**config.mk**
```make
export PLATFORM = sky130hd
export DESIGN_NAME = hkt_hash
export DESIGN_NICKNAME = d
export VERILOG_FILES = /design/src/rtl/hkt_pkg.sv /design/src/rtl/hkt_hash.sv
export SDC_FILE = /design/constraint.sdc
export NUM_CORES = 2
export LEC_CHECK = 0
export ABC_AREA = 1
export BUFFER_PORTS_ARGS = -buffer_cell sky130_fd_sc_hd__buf_2
export CAP_MARGIN = 0
export CORE_ASPECT_RATIO = 2
export CORE_MARGIN = 1
export CORE_UTILIZATION = 38
export DETAILED_ROUTE_END_ITERATION = 8
export PLACE_DENSITY = 0.5
export SYNTH_ARGS = -nofsm -noshare
export SYNTH_HDL_FRONTEND = slang
export SYNTH_SLANG_ARGS = --single-unit
```
**constraint.sdc**
```tcl
create_clock -name clk -period 15.6 [get_ports clk]
set_input_delay 0.78 -clock clk [delete_from_list [all_inputs] [get_ports clk]]
set_output_delay 0.78 -clock clk [all_outputs]
set_load 0.005 [all_outputs]
```
**src/rtl/hkt_pkg.sv**
```systemverilog
// ----------------------------------------------------------------------------
// Hash key table package
// Shared widths, status codes and the memory request type.
// ----------------------------------------------------------------------------
package hkt_pkg;

  localparam int SLOTS      = 256;
  localparam int SLOT_W     = $clog2(SLOTS);
  localparam int SIZE_W     = SLOT_W + 1;
  localparam int KEY_BITS   = 32;
  localparam int VALUE_BITS = 32;
  localparam int PROD_W     = 64;

  localparam logic [31:0] HASH_MULT = 32'd2654435761;

  localparam logic [0:0] OP_PUT = 1'b0;
  localparam logic [0:0] OP_GET = 1'b1;

  typedef enum logic [2:0] {
    ST_INSERTED  = 3'd0,
    ST_UPDATED   = 3'd1,
    ST_FOUND     = 3'd2,
    ST_NOT_FOUND = 3'd3,
    ST_FULL      = 3'd4,
    ST_ZERO_KEY  = 3'd5
  } status_t;

  typedef struct packed {
    logic                  rd_en;
    logic [SLOT_W-1:0]     rd_addr;
    logic                  key_wr;
    logic                  val_wr;
    logic [SLOT_W-1:0]     wr_addr;
    logic [KEY_BITS-1:0]   wr_key;
    logic [VALUE_BITS-1:0] wr_val;
  } mem_req_t;

endpackage

```
**src/rtl/hkt_hash.sv**
```systemverilog
// ----------------------------------------------------------------------------
// Hash key table home slot unit
// Multiplies the key, shifts by the leading-zero count of the size and
// reduces modulo the size one bit per cycle.
// ----------------------------------------------------------------------------
module hkt_hash import hkt_pkg::*; (
  input  logic                clk,
  input  logic                rst_n,
  input  logic                start,
  input  logic [KEY_BITS-1:0] key,
  input  logic [SIZE_W-1:0]   size,
  output logic                done,
  output logic [SLOT_W-1:0]   home
);

  typedef enum logic [1:0] {H_IDLE, H_MUL, H_SHIFT, H_DIV} hstate_t;

  hstate_t                 state_r;
  logic [PROD_W-1:0]       prod_r;
  logic [PROD_W-1:0]       sh_r;
  logic [SIZE_W-1:0]       rem_r;
  logic [5:0]              cnt_r;
  logic                    done_r;
  logic [4:0]              lz;
  logic [SIZE_W:0]         trial;
  logic [SIZE_W:0]         rem_nxt;

  always_comb begin
    lz = 5'd31;
    for (int i = 0; i < SIZE_W; i++) begin
      if (size[i]) begin
        lz = 5'(31 - i);
      end
    end
  end

  assign trial   = {rem_r, sh_r[PROD_W-1]};
  assign rem_nxt = (trial >= {1'b0, size}) ? trial - {1'b0, size} : trial;

  always_ff @(posedge clk) begin
    if (!rst_n) begin
      state_r <= H_IDLE;
      done_r  <= 1'b0;
    end else begin
      done_r <= (state_r == H_DIV) && (cnt_r == 6'(PROD_W - 1));
      unique case (state_r)
        H_IDLE: begin
          if (start) begin
            prod_r  <= PROD_W'(key) * PROD_W'(HASH_MULT);
            state_r <= H_MUL;
          end
        end
        H_MUL: begin
          sh_r    <= prod_r >> lz;
          rem_r   <= '0;
          cnt_r   <= '0;
          state_r <= H_SHIFT;
        end
        H_SHIFT: begin
          state_r <= H_DIV;
        end
        H_DIV: begin
          rem_r <= rem_nxt[SIZE_W-1:0];
          sh_r  <= sh_r << 1;
          cnt_r <= cnt_r + 6'd1;
          if (cnt_r == 6'(PROD_W - 1)) begin
            state_r <= H_IDLE;
          end
        end
        default: state_r <= H_IDLE;
      endcase
    end
  end

  assign done = done_r;
  assign home = rem_r[SLOT_W-1:0];

endmodule

```
### Word-level counts from Yosys, hierarchy flattened

Cells that the tools add are included.
Widths: inputs -> output; s select.

| storage, ports and cells | value |
|---|---|
| bits in registers | 146 |
| latch bits | 0 |
| bits in writable memories | 0 |
| memory bits (read-only) | 0 |
| input port bits | 44 |
| output and inout port bits | 9 |
| memories kept | 0 |

| operators by class | value |
|---|---|
| $add $sub $neg | 2 |
| multipliers | 1 |
| div/mod/pow operators | 0 |
| magnitude comparators | 1 |
| eq/ne operators | 6 |
| shifts and indexed selects | 1 |
| muxes and demuxes | 15 |
| bitwise logic cells | 0 |
| reduce and logical (&&, ||, !) cells | 6 |

Operator list:

| cell | count |
|---|---|
| $pmux 64 s2 | 1 |
| $mul 32x32->64 const B | 1 |
| $shr 64x5->64 | 1 |
| $mux 5 | 6 |
| $pmux 9 s2 | 1 |
| $pmux 6 s2 | 1 |
| $ge 10x9->1 | 1 |
| $mux 9 | 1 |
| $sub 9x9->9 | 1 |
| $pmux 2 s4 | 1 |
| $add 6x1->6 const B | 1 |
| $eq 6x6->1 const B | 1 |
| $mux 2 | 3 |
| $eq 2x2->1 const B | 2 |
| $reduce_and 2->1 | 2 |
| $reduce_and 3->1 | 1 |
| $eq 2x1->1 const B | 1 |
| $logic_not 2->1 | 1 |
| $ne 2x1->1 const B | 1 |
| $ne 2x2->1 const B | 1 |
| $reduce_bool 2->1 | 1 |
| $logic_and 1x1->1 | 1 |
| $mux 1 | 1 |

### Depth between registers and ports, before layout

| depth | value |
|---|---|
| depth after elaboration | 10 |
| gate-level depth with buffers | 29 |
| depth with buffers taken out | 29 |

### Least setup slack after synthesis

Ideal clock, no wire load.

| path | value |
|---|---|
| path type | input to register |
| from | in key[19] |
| to | reg prod_r[61], data pin |
| setup time | 252 ps |
| data arrival time | 6,307 ps |
| setup slack | 9,041 ps |
| stages on the path | 25 |
| cells stage by stage | inv_1 fa_1 inv_1 fa_1 fa_1 fa_1 fa_1 inv_1 fa_1 inv_1 fa_1 inv_1 fa_1 inv_1 ha_1 a21oi_1 o21ai_0 a21oi_1 nor2_1 nor2_1 nor2_1 nor2_1 nand2_1 nand2_1 nand2_1 |

| on the way | value |
|---|---|
| longest elaborated chain between the ends | 1 |

RTL lines:

| item | RTL line | text |
|---|---|---|
| start: declaration | hkt_hash.sv:10 | `input logic [KEY_BITS-1:0] key,` |
| $mul 32x32->64 | hkt_hash.sv:49 | `prod_r <= PROD_W'(key) * PROD_W'(HASH_MULT);` |
| end signal: assignment | hkt_hash.sv:49 |  |
| end: declaration | hkt_hash.sv:19 | `logic [PROD_W-1:0] prod_r;` |

No other way between the ends.
A chain may end at the register's enable or synchronous reset.

### Final worst setup path

| path | value |
|---|---|
| from | in key[19] |
| to | reg prod_r[45], data pin |

The elaborated chain is that of the path after synthesis.

==> reports/qor.yml <==
outcome:
  outcome: "complete, no violations"
floorplan:
  die_h_um: 379
  ios: 53
  core_area_um2: 69900
  start_util: 0.386
  dieWidth_um: 190
  rows: 137
  dieArea_um2: 72200
synthesis:
  synth_cells: 3083
  syn_nets: 3992
  ys_types: 44
  ys_warn_count: 0
  synth_ff_type: "edfxtp_1"
  synth-seq-cells: 124
  synth-edff-count: 121
  async_flop_share: 0
  seq_area_frac_synth: 0.137
  syn_area_um2: 27000
  syn_area_per_cell_um2: 8.75
timing:
  finalCritPeriodShare: 0.485
  fin_setup_tns_ps: 0
  fin_ws_ps: 8030
  drv_slew: 0
  finalSetupViolations: 0
  hold_viol: 0
  clock_skew_ps: 14.9
  maxClockFrequency_mhz: 132
  period_minus_slack_ps: 7570
  whs_ps: 505
  max_slew_margin: 0.274
  rsz0062_at_grt: "no"
  worst_pin_slew_ps: 1090
clocking:
  htree_num_levels: 4
  numCtsBuffers: 25
  clkLatencyLatePin_ps: 500
  cts_tree: "yes"
  post_cts_buffers: 0
  cts_hold_buf: 0
  clockRootBuffer: "clkbuf_16"
  cts_buffer_depth: 3
  clock-sinks: 124
  clkTransAtPathRegs_ps: 50
  post_cts_resized: 0
layout:
  antenna_cells: 0
  final_nets: 4026
  drive_above_1_share: 0.0352
  area_growth_pct: 6.87
  fill_cells: 7259
setup_path:
  startpoint_type: "input pin"
  slowest_delay_ps: 660
  cp.arrival_ps: 7810
  path_max_fanout: 9
  cpLargestDelayFamily: "adder cells"
  required_ps: 15830
  end_kind: "flip-flop"
  cpMaxStageDelayCell: "fa_1"
  worstSetupPathType: "in -> reg"
  path_buf_inv: 9
flow_run:
  drv_cap: 0
routing:
  via_count: 20294
  antenna_left: 0
  vias_per_cell: 5.04
  drtIter0Drc: 822
  routed_wl_um: 89700
  drc: 0
  avgRoutedWirePerCell_um: 22.3
  drt_pre_antenna_iters: 5
global_route:
  grt_overflow: 0
  grt_pass1_wl_um: 133000
  grt_pass1_vias: 22711
  grt.total_usage: 0.257
  grt_max_degree: 80
  antenna_found_initial: 0
place:
  dp_slack_ps: 7570
  gp_congestion: 0.983
  io_buffer_count: 52
  dpl.hpwl_um: 80400
min_path:
  hp-class: "reg -> reg"
==> layout by cell type (no fill, tap or decap), types with 2 or more instances in the layout <==
| master | netlist | final |
|---|---|---|
| inv_1 | 878 | 878 |
| nor4_1 | 3 | 3 |
| o21ai_0 | 58 | 58 |
| nand3b_1 | 5 | 5 |
| nand3_1 | 328 | 328 |
| o211ai_1 | 2 | 2 |
| buf_4 | 13 | 7 |
| nor3b_1 | 2 | 2 |
| o21ai_1 | 3 | 3 |
| a21oi_1 | 102 | 102 |
| clkbuf_1 | 18 | 2 |
| fa_1 | 457 | 457 |
| xnor2_1 | 9 | 9 |
| buf_2 | 14 | 52 |
| nand2_1 | 363 | 363 |
| o21bai_1 | 9 | 9 |
| nor3_1 | 15 | 15 |
| a21boi_0 | 2 | 2 |
| xor2_1 | 25 | 25 |
| nand2_2 | 6 | 6 |
| nand4_1 | 11 | 11 |
| o21a_1 | 6 | 6 |
| o211ai_2 | 2 | 2 |
| nor2_2 | 3 | 5 |
| a22oi_1 | 3 | 3 |
| a211oi_1 | 4 | 4 |
| nor2_1 | 172 | 168 |
| inv_2 | 4 | 4 |
| nor2_4 | 0 | 2 |
| clkbuf_16 | 0 | 25 |
| a31oi_1 | 9 | 8 |
| clkinv_1 | 1 | 6 |
| a21o_1 | 9 | 9 |
| ha_1 | 408 | 407 |
| edfxtp_1 | 121 | 121 |
| dfxtp_1 | 3 | 3 |
==> tightest hold or removal path: cells and delay by family, from the launching register on <==
family / cells / cell delay, ps
simple gates: 1 / 50
flops: 1 / 320
buf+inv: 1 / 40
==> state kept, by name, summed over array words and instances (netlist names) <==
name     cells
prod_r      42
rem_r        9
done         1
sh_r        64
state_r      2
cnt_r        6
==> metal layers <==
metal,routed length [um],GRT usage
met2,51800,0.520
met3,1260,0.0126
met5,0,0
met1,28600,0.230
met4,7990,0.201
==> metrics by stage <==
step,instances,area [um^2],util
CTS,4025,28800,0.412
floorplan,3083,27000,-
global route,4025,28800,0.412
detailed placement,3993,28200,0.403
finish,4025,28800,0.412
global placement,3993,28200,0.403
==> path summary, 6_finish.rpt <==
| check | startpoint | end | slack [ps] | cells past startpoint |
|---|---|---|---|---|
| setup reg to reg | state_r[0] | sh_r[24] | 12760 | 5 |
| hold / removal | sh_r[50] | sh_r[51] | 500 | 2 |
| setup / recovery | key[19] | prod_r[45] | 8030 | 25 |
| hold reg to reg | sh_r[50] | sh_r[51] | 500 | 2 |
==> cell usage after synthesis (2+ instances only) <==
cell / n / area [um^2]
nor2_1: 172 / 646
fa_1: 457 / 9150
nand3_1: 328 / 1640
clkbuf_1: 18 / 67.6
nor3_1: 15 / 75.1
nand4_1: 11 / 68.8
nand3b_1: 5 / 37.5
buf_2: 14 / 70.1
xnor2_1: 9 / 78.8
ha_1: 408 / 5100
a22oi_1: 3 / 22.5
nor3b_1: 2 / 15.0
a21boi_0: 2 / 15.0
o21ai_1: 3 / 15.0
o211ai_1: 2 / 15.0
a211oi_1: 4 / 30.0
a31oi_1: 9 / 56.3
nand2_2: 6 / 37.5
a21oi_1: 102 / 510
edfxtp_1: 121 / 3630
dfxtp_1: 3 / 60.1
buf_1: 6 / 22.5
o21ai_0: 58 / 290
o21bai_1: 9 / 67.6
a21o_1: 9 / 67.6
o211ai_2: 2 / 25.0
xor2_1: 25 / 219
nor2_2: 3 / 18.8
inv_1: 878 / 3300
buf_4: 13 / 97.6
o21a_1: 6 / 45.0
inv_2: 4 / 15.0
nand2_1: 363 / 1360
nor4_1: 3 / 18.8
==> layout make-up <==
cell class,count,area [um^2],share of cell area
Clock buffer,27,633,0.0219
Clock inverter,5,18.8,0.000651
Inverter,883,3310,0.115
Multi-Input combinational cell,2024,19700,0.684
Sequential cell,124,3690,0.128
Tap cell,903,1130,0.0392
Timing Repair Buffer,59,313,0.0108
==> kinds of logic (layout without fill, tap and decap cells) <==
family / after synthesis / after routing / share of synthesized area
AOI/OAI and AO/OA: 213 / 213 / 0.0446
xor gates and xnor gates: 34 / 34 / 0.0110
adders and majority gates: 865 / 865 / 0.528
buffers and inverters: 935 / 974 / 0.133
DFF: 124 / 124 / 0.137
and+or+nand+nor: 912 / 912 / 0.147
Power is left out: the tool's default activity adds up to more than one toggle a clock period on the data nets, which glitch-free logic cannot reach.
